===== src/design/tpcl_pkg.sv =====
`default_nettype none

package tpcl_pkg;

    // Field widths
    localparam int NODE_W  = 10;
    localparam int DEPTH_W = 10;
    localparam int COST_W  = 26;
    localparam int PATH_W  = 27;
    localparam int EDGE_W  = 16;

    // Default sizing
    localparam int DEF_MAX_NODES  = 1024;
    localparam int DEF_LOG_LEVELS = 10;

    // Saturation limits
    localparam logic [DEPTH_W-1:0] DEPTH_MAX = '1;
    localparam logic [COST_W-1:0]  COST_MAX  = '1;

    // Item codes
    localparam logic ACT_LOAD  = 1'b0;
    localparam logic ACT_QUERY = 1'b1;

    // Result status codes
    localparam logic ST_OK  = 1'b0;
    localparam logic ST_ERR = 1'b1;

    // Per-node entry: loaded mark, depth, cost from the root
    typedef struct packed {
        logic               loaded;
        logic [DEPTH_W-1:0] depth;
        logic [COST_W-1:0]  cost;
    } node_ent_t;

    // Ancestor table entry: valid clear means none
    typedef struct packed {
        logic              valid;
        logic [NODE_W-1:0] node;
    } anc_ent_t;

    // Write strobes towards the two memories
    typedef struct packed {
        logic node_we;
        logic anc_we;
    } mem_wr_t;

endpackage

`default_nettype wire


===== src/design/tpcl_seq.sv =====
`default_nettype none

module tpcl_seq
    import tpcl_pkg::*;
#(
    parameter int MAX_NODES  = DEF_MAX_NODES,
    parameter int LOG_LEVELS = DEF_LOG_LEVELS,
    parameter int AW         = $clog2(MAX_NODES),
    parameter int LW         = (LOG_LEVELS > 1) ? $clog2(LOG_LEVELS) : 1
) (
    input  wire logic                aclk,
    input  wire logic                aresetn,
    input  wire logic                s_valid,
    output logic                     s_ready,
    input  wire logic                s_action,
    input  wire logic [NODE_W-1:0]   s_node_a,
    input  wire logic [NODE_W-1:0]   s_node_b,
    input  wire logic                s_is_root,
    input  wire logic [EDGE_W-1:0]   s_edge_cost,
    output logic                     m_valid,
    input  wire logic                m_ready,
    output logic [PATH_W-1:0]        m_path_cost,
    output logic [NODE_W-1:0]        m_lca_node,
    output logic                     m_status,
    output logic [AW-1:0]            node_ra_addr,
    output logic [AW-1:0]            node_rb_addr,
    input  wire node_ent_t           node_ra_data,
    input  wire node_ent_t           node_rb_data,
    output logic [AW-1:0]            node_wr_addr,
    output node_ent_t                node_wr_data,
    output logic [AW+LW-1:0]         anc_ra_addr,
    output logic [AW+LW-1:0]         anc_rb_addr,
    input  wire anc_ent_t            anc_ra_data,
    input  wire anc_ent_t            anc_rb_data,
    output logic [AW+LW-1:0]         anc_wr_addr,
    output anc_ent_t                 anc_wr_data,
    output mem_wr_t                  wr
);

    localparam logic [LW-1:0] LVL_TOP  = LW'(LOG_LEVELS - 1);
    localparam logic [AW-1:0] CNT_LAST = AW'(MAX_NODES - 1);

    typedef enum logic [9:0] {
        S_CLEAR   = 10'b00_0000_0001,
        S_IDLE    = 10'b00_0000_0010,
        S_LD_CHK  = 10'b00_0000_0100,
        S_LD_FILL = 10'b00_0000_1000,
        S_Q_CHK   = 10'b00_0001_0000,
        S_Q_UP    = 10'b00_0010_0000,
        S_Q_DOWN  = 10'b00_0100_0000,
        S_Q_FIN   = 10'b00_1000_0000,
        S_Q_COST  = 10'b01_0000_0000,
        S_DONE    = 10'b10_0000_0000
    } state_t;

    state_t              state_reg, state_next;
    logic [AW-1:0]       cnt_reg, cnt_next;
    logic [LW-1:0]       lvl_reg, lvl_next;
    logic [NODE_W-1:0]   a_reg, a_next;
    logic [NODE_W-1:0]   b_reg, b_next;
    logic                root_reg, root_next;
    logic [EDGE_W-1:0]   edge_reg, edge_next;
    logic [NODE_W-1:0]   u_reg, u_next;
    logic [NODE_W-1:0]   v_reg, v_next;
    logic [DEPTH_W-1:0]  dv_reg, dv_next;
    logic [PATH_W-1:0]   cab_reg, cab_next;
    anc_ent_t            prev_reg, prev_next;
    logic [PATH_W-1:0]   res_cost_reg, res_cost_next;
    logic [NODE_W-1:0]   res_anc_reg, res_anc_next;
    logic                res_st_reg, res_st_next;
    logic                m_valid_reg, m_valid_next;
    logic [PATH_W-1:0]   m_cost_reg, m_cost_next;
    logic [NODE_W-1:0]   m_anc_reg, m_anc_next;
    logic                m_st_reg, m_st_next;

    // Datapath terms
    logic [DEPTH_W:0]    depth_inc;
    logic [COST_W:0]     cost_inc;
    anc_ent_t            fill_fwd, fill_val;
    logic [16:0]         lift_lim;
    logic                lift;
    logic [NODE_W-1:0]   up_node;
    logic                down_step;
    logic [PATH_W-1:0]   two_cl;
    logic                out_free;

    function automatic logic in_range(input logic [NODE_W-1:0] n);
        return 32'(n) < MAX_NODES;
    endfunction

    function automatic logic [AW+LW-1:0] anc_addr(input logic [NODE_W-1:0] n,
                                                   input logic [LW-1:0] l);
        return {AW'(n), l};
    endfunction

    assign s_ready     = (state_reg == S_IDLE);
    assign m_valid     = m_valid_reg;
    assign m_path_cost = m_cost_reg;
    assign m_lca_node  = m_anc_reg;
    assign m_status    = m_st_reg;

    // Load: extend the parent's depth and cost, saturating
    assign depth_inc = {1'b0, node_rb_data.depth} + (DEPTH_W+1)'(1);
    assign cost_inc  = {1'b0, node_rb_data.cost} + (COST_W+1)'(edge_reg);

    // Row fill: the last written entry overrides a stale read of itself
    assign fill_fwd = (prev_reg.node == a_reg) ? prev_reg : anc_ra_data;
    assign fill_val = prev_reg.valid ? fill_fwd : '0;

    // Query lift towards the shallower endpoint's depth
    assign lift_lim = 17'(dv_reg) + (17'd1 << lvl_reg);
    assign lift     = (17'(node_ra_data.depth) >= lift_lim) && anc_ra_data.valid;
    assign up_node  = lift ? anc_ra_data.node : u_reg;

    // Joint climb while ancestors differ
    assign down_step = (anc_ra_data != anc_rb_data) && anc_ra_data.valid
                       && anc_rb_data.valid;

    assign two_cl   = {node_ra_data.cost, 1'b0};
    assign out_free = !m_valid_reg || m_ready;

    // Sequencer
    always_comb begin
        state_next    = state_reg;
        cnt_next      = cnt_reg;
        lvl_next      = lvl_reg;
        a_next        = a_reg;
        b_next        = b_reg;
        root_next     = root_reg;
        edge_next     = edge_reg;
        u_next        = u_reg;
        v_next        = v_reg;
        dv_next       = dv_reg;
        cab_next      = cab_reg;
        prev_next     = prev_reg;
        res_cost_next = res_cost_reg;
        res_anc_next  = res_anc_reg;
        res_st_next   = res_st_reg;
        m_valid_next  = m_valid_reg && !m_ready;
        m_cost_next   = m_cost_reg;
        m_anc_next    = m_anc_reg;
        m_st_next     = m_st_reg;
        node_ra_addr  = '0;
        node_rb_addr  = '0;
        node_wr_addr  = '0;
        node_wr_data  = '0;
        anc_ra_addr   = '0;
        anc_rb_addr   = '0;
        anc_wr_addr   = '0;
        anc_wr_data   = '0;
        wr            = '0;

        unique case (state_reg)
            S_CLEAR: begin
                // Sweep the node memory, dropping every loaded mark
                wr.node_we   = 1'b1;
                node_wr_addr = cnt_reg;
                if (cnt_reg == CNT_LAST) begin
                    state_next = S_IDLE;
                end else begin
                    cnt_next = cnt_reg + AW'(1);
                end
            end
            S_IDLE: begin
                node_ra_addr = AW'(s_node_a);
                node_rb_addr = AW'(s_node_b);
                if (s_valid) begin
                    a_next     = s_node_a;
                    b_next     = s_node_b;
                    root_next  = s_is_root;
                    edge_next  = s_edge_cost;
                    state_next = (s_action == ACT_LOAD) ? S_LD_CHK : S_Q_CHK;
                end
            end
            S_LD_CHK: begin
                res_cost_next = '0;
                res_anc_next  = '0;
                if (!in_range(a_reg) ||
                    (!root_reg && !(in_range(b_reg) && node_rb_data.loaded))) begin
                    res_st_next = ST_ERR;
                    state_next  = S_DONE;
                end else begin
                    res_st_next   = ST_OK;
                    wr.node_we    = 1'b1;
                    wr.anc_we     = 1'b1;
                    node_wr_addr  = AW'(a_reg);
                    anc_wr_addr   = anc_addr(a_reg, '0);
                    node_wr_data.loaded = 1'b1;
                    if (root_reg) begin
                        node_wr_data.depth = '0;
                        node_wr_data.cost  = '0;
                        anc_wr_data        = '0;
                    end else begin
                        node_wr_data.depth = depth_inc[DEPTH_W] ? DEPTH_MAX
                                                                : depth_inc[DEPTH_W-1:0];
                        node_wr_data.cost  = cost_inc[COST_W] ? COST_MAX
                                                              : cost_inc[COST_W-1:0];
                        anc_wr_data.valid  = 1'b1;
                        anc_wr_data.node   = b_reg;
                    end
                    prev_next   = anc_wr_data;
                    anc_ra_addr = anc_addr(anc_wr_data.node, '0);
                    if (LOG_LEVELS == 1) begin
                        state_next = S_DONE;
                    end else begin
                        lvl_next   = LW'(1);
                        state_next = S_LD_FILL;
                    end
                end
            end
            S_LD_FILL: begin
                // Write one level of the row and fetch the next lift target
                wr.anc_we   = 1'b1;
                anc_wr_addr = anc_addr(a_reg, lvl_reg);
                anc_wr_data = fill_val;
                prev_next   = fill_val;
                anc_ra_addr = anc_addr(fill_val.node, lvl_reg);
                if (lvl_reg == LVL_TOP) begin
                    state_next = S_DONE;
                end else begin
                    lvl_next = lvl_reg + LW'(1);
                end
            end
            S_Q_CHK: begin
                res_cost_next = '0;
                res_anc_next  = '0;
                if (!(in_range(a_reg) && node_ra_data.loaded &&
                      in_range(b_reg) && node_rb_data.loaded)) begin
                    res_st_next = ST_ERR;
                    state_next  = S_DONE;
                end else begin
                    // Put the deeper endpoint in u
                    if (node_ra_data.depth < node_rb_data.depth) begin
                        u_next  = b_reg;
                        v_next  = a_reg;
                        dv_next = node_ra_data.depth;
                    end else begin
                        u_next  = a_reg;
                        v_next  = b_reg;
                        dv_next = node_rb_data.depth;
                    end
                    cab_next     = PATH_W'(node_ra_data.cost) + PATH_W'(node_rb_data.cost);
                    lvl_next     = LVL_TOP;
                    node_ra_addr = AW'(u_next);
                    anc_ra_addr  = anc_addr(u_next, LVL_TOP);
                    state_next   = S_Q_UP;
                end
            end
            S_Q_UP: begin
                u_next = up_node;
                if (lvl_reg == '0) begin
                    if (up_node == v_reg) begin
                        node_ra_addr = AW'(up_node);
                        state_next   = S_Q_COST;
                    end else begin
                        lvl_next    = LVL_TOP;
                        anc_ra_addr = anc_addr(up_node, LVL_TOP);
                        anc_rb_addr = anc_addr(v_reg, LVL_TOP);
                        state_next  = S_Q_DOWN;
                    end
                end else begin
                    lvl_next     = lvl_reg - LW'(1);
                    node_ra_addr = AW'(up_node);
                    anc_ra_addr  = anc_addr(up_node, lvl_reg - LW'(1));
                end
            end
            S_Q_DOWN: begin
                if (down_step) begin
                    u_next = anc_ra_data.node;
                    v_next = anc_rb_data.node;
                end
                if (lvl_reg == '0) begin
                    anc_ra_addr = anc_addr(u_next, '0);
                    anc_rb_addr = anc_addr(v_next, '0);
                    state_next  = S_Q_FIN;
                end else begin
                    lvl_next    = lvl_reg - LW'(1);
                    anc_ra_addr = anc_addr(u_next, lvl_reg - LW'(1));
                    anc_rb_addr = anc_addr(v_next, lvl_reg - LW'(1));
                end
            end
            S_Q_FIN: begin
                // Both parents must agree, else the trees are separate
                if (!anc_ra_data.valid || (anc_ra_data != anc_rb_data)) begin
                    res_st_next = ST_ERR;
                    state_next  = S_DONE;
                end else begin
                    u_next       = anc_ra_data.node;
                    node_ra_addr = AW'(anc_ra_data.node);
                    state_next   = S_Q_COST;
                end
            end
            S_Q_COST: begin
                res_st_next   = ST_OK;
                res_anc_next  = u_reg;
                res_cost_next = (cab_reg >= two_cl) ? (cab_reg - two_cl) : '0;
                state_next    = S_DONE;
            end
            S_DONE: begin
                // Hand the result to the output register once it is free
                if (out_free) begin
                    m_valid_next = 1'b1;
                    m_cost_next  = res_cost_reg;
                    m_anc_next   = res_anc_reg;
                    m_st_next    = res_st_reg;
                    state_next   = S_IDLE;
                end
            end
            default: begin
                state_next = S_IDLE;
            end
        endcase
    end

    // Control registers
    always_ff @(posedge aclk) begin
        if (!aresetn) begin
            state_reg   <= S_CLEAR;
            cnt_reg     <= '0;
            m_valid_reg <= 1'b0;
        end else begin
            state_reg   <= state_next;
            cnt_reg     <= cnt_next;
            m_valid_reg <= m_valid_next;
        end
    end

    // Payload registers
    always_ff @(posedge aclk) begin
        lvl_reg      <= lvl_next;
        a_reg        <= a_next;
        b_reg        <= b_next;
        root_reg     <= root_next;
        edge_reg     <= edge_next;
        u_reg        <= u_next;
        v_reg        <= v_next;
        dv_reg       <= dv_next;
        cab_reg      <= cab_next;
        prev_reg     <= prev_next;
        res_cost_reg <= res_cost_next;
        res_anc_reg  <= res_anc_next;
        res_st_reg   <= res_st_next;
        m_cost_reg   <= m_cost_next;
        m_anc_reg    <= m_anc_next;
        m_st_reg     <= m_st_next;
    end

`ifndef SYNTHESIS
    // Ancestor writes only ever touch the row of the node being loaded
    a_anc_row: assert property (@(posedge aclk) disable iff (!aresetn)
        wr.anc_we |-> (anc_wr_addr[AW+LW-1:LW] == AW'(a_reg)))
        else $error("ancestor write outside the loaded row");

    // Queries leave both memories untouched
    a_query_ro: assert property (@(posedge aclk) disable iff (!aresetn)
        (state_reg == S_Q_CHK || state_reg == S_Q_UP || state_reg == S_Q_DOWN ||
         state_reg == S_Q_FIN || state_reg == S_Q_COST) |-> (wr == '0))
        else $error("memory write during a query");

    // Level counter stays within the table while walking
    a_lvl_range: assert property (@(posedge aclk) disable iff (!aresetn)
        (state_reg == S_LD_FILL || state_reg == S_Q_UP || state_reg == S_Q_DOWN)
        |-> (lvl_reg <= LVL_TOP))
        else $error("level counter beyond the top level");

    // A finished item shows up on the output the next cycle when the output register is free
    a_done_out: assert property (@(posedge aclk) disable iff (!aresetn)
        (state_reg == S_DONE && out_free) |=> (m_valid_reg && state_reg == S_IDLE))
        else $error("finished result not presented");

    // An error beat carries zero cost and ancestor
    a_err_zero: assert property (@(posedge aclk) disable iff (!aresetn)
        (m_valid_reg && m_st_reg == ST_ERR) |-> (m_cost_reg == '0 && m_anc_reg == '0))
        else $error("error beat with non-zero fields");
`endif

endmodule

`default_nettype wire


===== config.mk =====
export PLATFORM = sky130hd
export DESIGN_NAME = tpcl_seq
export DESIGN_NICKNAME = d
export VERILOG_FILES = /design/src/design/tpcl_pkg.sv /design/src/design/tpcl_seq.sv
export SDC_FILE = /design/constraint.sdc
export NUM_CORES = 1
export LEC_CHECK = 0
export BUFFER_PORTS_ARGS = -buffer_cell sky130_fd_sc_hd__buf_2
export CAP_MARGIN = 20
export CORE_AREA = 3 3 165 167
export DETAILED_ROUTE_END_ITERATION = 10
export DIE_AREA = 0 0 168 170
export HOLD_SLACK_MARGIN = 0.03
export PLACE_DENSITY = 0.8
export SETUP_SLACK_MARGIN = 0.1
export SLEW_MARGIN = 25
export SYNTH_ARGS = -nofsm -noshare
export SYNTH_HDL_FRONTEND = slang
export SYNTH_SLANG_ARGS = --single-unit

===== constraint.sdc =====
create_clock -name aclk -period 6 [get_ports aclk]
set_clock_uncertainty 0.1 [all_clocks]
set_input_delay 0.3 -clock aclk [delete_from_list [all_inputs] [get_ports aclk]]
set_output_delay 0.3 -clock aclk [all_outputs]
set_load 0.1 [all_outputs]

# Word level (Yosys, flattened, before mapping)
# Cells that the tools add are included.
# classes
eq_ne,29
order_cmp,3
reduce_logical,31
shifts,1
n_mux,74
bitwise_logic,1
add_sub_neg,8
# op_table
op,count
$mux W10,25
$pmux W10 S10,1
$mux W14,7
$pmux W10 S4,2
$mux W37,2
$pmux W14 S5,1
$pmux W10 S2,3
$pmux W14 S2,2
$mux W11,5
$pmux W27 S2,1
$pmux W11 S2,2
$mux W36,1
$mux W4,8
$add A26 B16 Y27,1
$add A26 B26 Y27,1
$ge A27 B27 Y1,1
$mux W27,1
$sub A27 B27 Y27,1
$mux W26,1
$ne A2 B2 Y1 const B,13
$eq A10 B10 Y1,2
$eq A10 B10 Y1 const B,2
$pmux W4 S5,1
$add A10 B17 Y17,1
37 further kinds,62
# totals
output_inout_bits,162
register_bits,206
word_cells,167
inputBits,138

# Logic depth before layout (Yosys ltp)
# logic_depth
depth_word,9
mapped_depth,26
mapped_depth_nobuf,24

# Worst setup path before layout
# No wires, ideal clock.
# synth_timing
kind,register -> output
from,register lvl_reg[0]
to,output node_ra_addr[0]
t_arrival_ns,6.242
required_ns,5.600
n_path_buf,2
stages_incl_launch_ff,27
path_slack_ns,-0.642
path_cell_list,edfxtp_1 > inv_1 > ha_1 > nand2_1 > inv_1 > ha_1 > fa_1 > a211oi_1 > o21ai_0 > o211ai_1 > nand2b_1 > a21oi_1 > xor2_1 > ha_1 > o21a_1 > o21a_1 > o21ai_1 > a2111o_1 > a211oi_2 > o21ai_2 > buf_6 > mux2i_1 > o22ai_1 > or2_2 > and2_1 > buf_6 > o221ai_1
# synth_between
elab_chain_len,9
# synth_rtl
item,line,text
start: declaration,tpcl_seq.sv:58,"logic [LW-1:0] lvl_reg, lvl_next;"
start signal: assignment,tpcl_seq.sv:330,lvl_reg <= lvl_next;
$shl A1 B4 Y17,tpcl_seq.sv:111,assign lift_lim = 17'(dv_reg) + (17'd1 << lvl_reg);
$add A10 B17 Y17,tpcl_seq.sv:111,
$ge A10 B17 Y1,tpcl_seq.sv:112,assign lift = (17'(node_ra_data.depth) >= lift_lim) && anc_ra_data.valid;
$logic_and A1 B1 Y1,tpcl_seq.sv:112,
$mux W10,tpcl_seq.sv:113,assign up_node = lift ? anc_ra_data.node : u_reg;
$eq A10 B10 Y1,tpcl_seq.sv:252,if (up_node == v_reg) begin
$mux W10,tpcl_seq.sv:252,
$mux W10 (*),tpcl_seq.sv:251,if (lvl_reg == '0) begin
$pmux W10 S4 (*),tpcl_seq.sv:153,unique case (state_reg)
end: declaration,tpcl_seq.sv:25,"output logic [AW-1:0] node_ra_addr,"
# Every way passes the cells marked *; elsewhere a longest branch is shown, timed or not.

# Worst setup path in the final report
# layout_timing
from,register lvl_reg[1]
to,output node_ra_addr[7]
# The elaborated chain is that of the path after synthesis.

==> metrics.log <==
[metrics] RSZ-0062 raised after global routing: yes
[metrics] kind of cell adding the most delay to the critical path: compound AO/OA/AOI/OAI gates
[metrics] fraction of final layout cells sized beyond drive strength 1: roughly a quarter
[metrics] cell-internal power: 0.00265 W
[metrics] overflow left after global routing: 0
[metrics] clock period minus worst slack: 5.75 ns
[metrics] Post-layout nets: between 2k and 2.5k
[metrics] PD cells: 196 nW/um2
[metrics] proportion of register bits with asynchronous set or reset after synthesis: 0%
[metrics] global router's overall resource usage: between 20 and 30%
[metrics] post-synthesis cell type with the largest combined area: sky130_fd_sc_hd__edfxtp_1
[metrics] Ports: 300
[metrics] maximum number of buffers from clock root to sink: 3
[metrics] setup slack after placement: -0.0110 ns
[metrics] max capacitance violation total: 0
[metrics] total of flip-flops plus latches after synthesis: 206
[metrics] post-synthesis instance area: ~14000 um2
[metrics] ANT nets after route: 0
[metrics] post-DR wirelength/cell: 20.8 um
[metrics] via count of the first global-routing pass: 12.4k
[metrics] Combinational Power Share: 16.3%
[metrics] maximum achievable frequency: 174 MHz
[metrics] final instance count without filler cells: about 2.2k
[metrics] Psw: 0.000945 W
[metrics] post-synthesis cell count: 1457
[metrics] area share of the largest cell type after synthesis: between 30% and 40%
[metrics] number of DRC violations after detailed-routing iteration 0: approximately 1.4k
[metrics] slew at the pin closest to its max-slew limit: 0.976 ns
[metrics] CP Max Fanout: 6
[metrics] initial core utilization: 55.6%
[metrics] sequential element share of the synthesized area: between 40% and 50%
[metrics] top post-synthesis cells by count: sky130_fd_sc_hd__edfxtp_1 (185), sky130_fd_sc_hd__ha_1 (106), sky130_fd_sc_hd__a21oi_1 (99), sky130_fd_sc_hd__nand2_1 (99), sky130_fd_sc_hd__o21ai_0 (85)
[metrics] Synth Area in Simple Gates: 15.9%
[metrics] leakage power: 8.03 nW
[metrics] last weighted congestion value of the routability-driven placer: 1.04
[metrics] Worst setup EP type: output pin
[metrics] Synth Area in Adders: 9.75%
[metrics] area overhead of the layout relative to synthesis: 27.1%
[metrics] Worst Slack Setup Final: between 0.2 and 0.3 ns
[metrics] fraction of the cycle the final worst path needs: 95.8%
[metrics] CP startpoint kind: register
[metrics] initial antenna violation count: 2
[metrics] placed cell count: between 2k and 2.5k
[metrics] largest family of logic cells by synthesized area: compound AO/OA/AOI/OAI gates
[metrics] Clock transition at path regs: 0.07 ns
[metrics] Ys Warns: 0
[metrics] Final Max Slew Viols: 0
[metrics] vias after detailed routing: 13.0k
[metrics] number of buffers added by the clock tree synthesis step: 23
[metrics] first-pass GRT wire length: ~68 mm
[metrics] cell row count: 59
[metrics] top_reg_cell synth: sky130_fd_sc_hd__edfxtp_1
[metrics] CP peak stage delay: 0.39 ns
[metrics] final design utilization: just over 70%
[metrics] number of vias per cell: 6.04
[metrics] CP Class: register to output pin
[metrics] Post-DP HPWL: 33.5 mm
[metrics] worst min path class: input port to register
[metrics] Worst IR Drop VDD: between 200 and 250 uV
[metrics] Avg Synthesized Cell Area: 9.90 um2
[metrics] insertion delay to the later sink of the worst-skew pair: 0.51 ns
[metrics] count of clock tree sinks: 206
[metrics] buffers added on ports: around 300
[metrics] TritonCTS clock tree: yes
[metrics] number of hold violations in the final report: 0
[metrics] net count of the mapped netlist: 1705
[metrics] final setup violating endpoints: 0
[metrics] drt total wl: 44.9 mm
[metrics] count of distinct cell types in the synthesized netlist: 73
[metrics] master cell of the clock root buffer: sky130_fd_sc_hd__clkbuf_16
[metrics] detailed-router iteration count before antenna repair: 6
[metrics] accumulated negative setup slack: 0 ns
[metrics] arrival time at the worst endpoint: 5.35 ns
[metrics] H-Tree Depth: 1
[metrics] buffering stage count on the worst path with inverters included: 3
[metrics] core region area: roughly 26000 um2
[metrics] leading cell types by total area after synthesis: sky130_fd_sc_hd__edfxtp_1 (39%), sky130_fd_sc_hd__ha_1 (9.2%), sky130_fd_sc_hd__xnor2_1 (4.4%)
[metrics] area of the die: 28600 um2
[metrics] proportion of power drawn by flip-flops and latches: 44.0%
[metrics] DRC violation count after routing: 0
[metrics] fraction of power spent switching nets: between 20% and 30%
[metrics] maximum number of pins on one net before global-route repair: 39
[metrics] slew margin rel.: 34.7%
[metrics] Die Span X: 168 um
[metrics] xor-xnor portion of the synthesized cell area: 6.86%
[metrics] mux contribution to synthesized area: 4.87%
[metrics] clock group share of total power: 39.6%
[metrics] EDFF count, synth: 185
[metrics] share of the synthesized area in compound gates (AO/OA/AOI/OAI): 17.5%
[metrics] most repeated cell in the gate-level netlist after synthesis: sky130_fd_sc_hd__edfxtp_1
[metrics] die boundary height: roughly 170 um
[metrics] library cell contributing the largest single delay on the critical path: sky130_fd_sc_hd__edfxtp_1
[metrics] critical path required time: 5.60 ns
[metrics] overall power consumption: 0.00359 W
[metrics] result of the run: complete, no violations
## kinds of logic (layout without fill, tap and decap cells)
family	count (synthesis)	after routing
AO/OA/AOI/OAI	388	388
XOR/XNOR	113	113
adder cells (fa/ha/maj)	110	110
buffers and inverters	131	496
flip-flops	206	206
multiplexers	69	69
other	0	1
AND/OR/NAND/NOR	440	442
## metrics by stage
step,instance area (um2),hold WS (ns)
after floorplan,14600,0.279
after global placement,16800,0.302
after detailed placement,16800,0.305
after CTS,18100,0.0356
after global routing,18300,0.0800
final,18300,0.0706
## layout by cell type, fill, tap and decap left out, types with 25 or more instances in the layout
cell | netlist | final
sky130_fd_sc_hd__xnor2_1 | 73 | 73
sky130_fd_sc_hd__ha_1 | 106 | 99
sky130_fd_sc_hd__nand2_1 | 99 | 98
sky130_fd_sc_hd__a21o_1 | 43 | 43
sky130_fd_sc_hd__nand3_1 | 28 | 28
sky130_fd_sc_hd__buf_4 | 1 | 37
sky130_fd_sc_hd__and2_1 | 66 | 65
sky130_fd_sc_hd__edfxtp_1 | 185 | 185
sky130_fd_sc_hd__xor2_1 | 40 | 40
sky130_fd_sc_hd__dlygate4sd3_1 | 0 | 47
sky130_fd_sc_hd__nand2b_1 | 26 | 25
sky130_fd_sc_hd__inv_1 | 78 | 75
sky130_fd_sc_hd__a21oi_1 | 99 | 95
sky130_fd_sc_hd__nor3_1 | 32 | 32
sky130_fd_sc_hd__o21ai_0 | 85 | 79
sky130_fd_sc_hd__nor2_1 | 84 | 82
sky130_fd_sc_hd__mux2i_1 | 60 | 60
sky130_fd_sc_hd__buf_2 | 3 | 265
## layout make-up
cell class                      instances  area (um2)
Tap cell                              335         419
Clock inverter                         16         178
Fill cell                            1938        7590
Timing Repair Buffer                  376        2610
Sequential cell                       206        5980
Clock buffer                           26         587
Multi-Input combinational cell       1122        8260
Antenna cell                            1        2.50
Inverter                               78         295
## worst min-delay path, delay by kind of cell
kind | cells | cell delay [ns]
buffers and inverters | 1 | 0.11
AO/OA/AOI/OAI | 1 | 0.10
AND/OR/NAND/NOR | 1 | 0.05
## what timing repair did
action                                  in CTS  in global routing
gates cloned                                 2                  0
pin swaps                                    4                 18
hold buffers                                47                  0
resized for setup                           27                 34
endpoints found under the setup margin      34                 34
endpoints found under the hold margin       48                  0
buffers inserted                             2                  8
## power by group through the flow
stage | registers, W | logic, W | clock network [W]
global placement | 0.00161 | 0.000534 | 0
global route | 0.00158 | 0.000636 | 0.00151
floorplan | 0.00161 | 0.000382 | 0
finish | 0.00158 | 0.000588 | 0.00142
CTS | 0.00158 | 0.000575 | 0.00145
detailed placement | 0.00161 | 0.000546 | 0
## final timing paths
kind / start / end / slack, ns / cells past startpoint
worst max-delay path: lvl_reg[1] / node_ra_addr[7] / 0.25 / 25
worst min-delay path: node_ra_data[30] / dv_reg[4] / 0.07 / 3
worst max register to register: lvl_reg[1] / lvl_reg[3] / 0.72 / 24
worst min register to register: res_cost_reg[21] / m_path_cost[21] / 0.32 / 0
## metal layers
layer  track usage [%]  vias up  share of wire, %
met2              45.1      713                44
met4              7.79        2               2.7
met5                 0        -             0.016
met3              4.65      102               9.2
li1                  -     6105                 -
met1              43.9     6123                44
No activity file was read; power rests on OpenSTA's default activity.
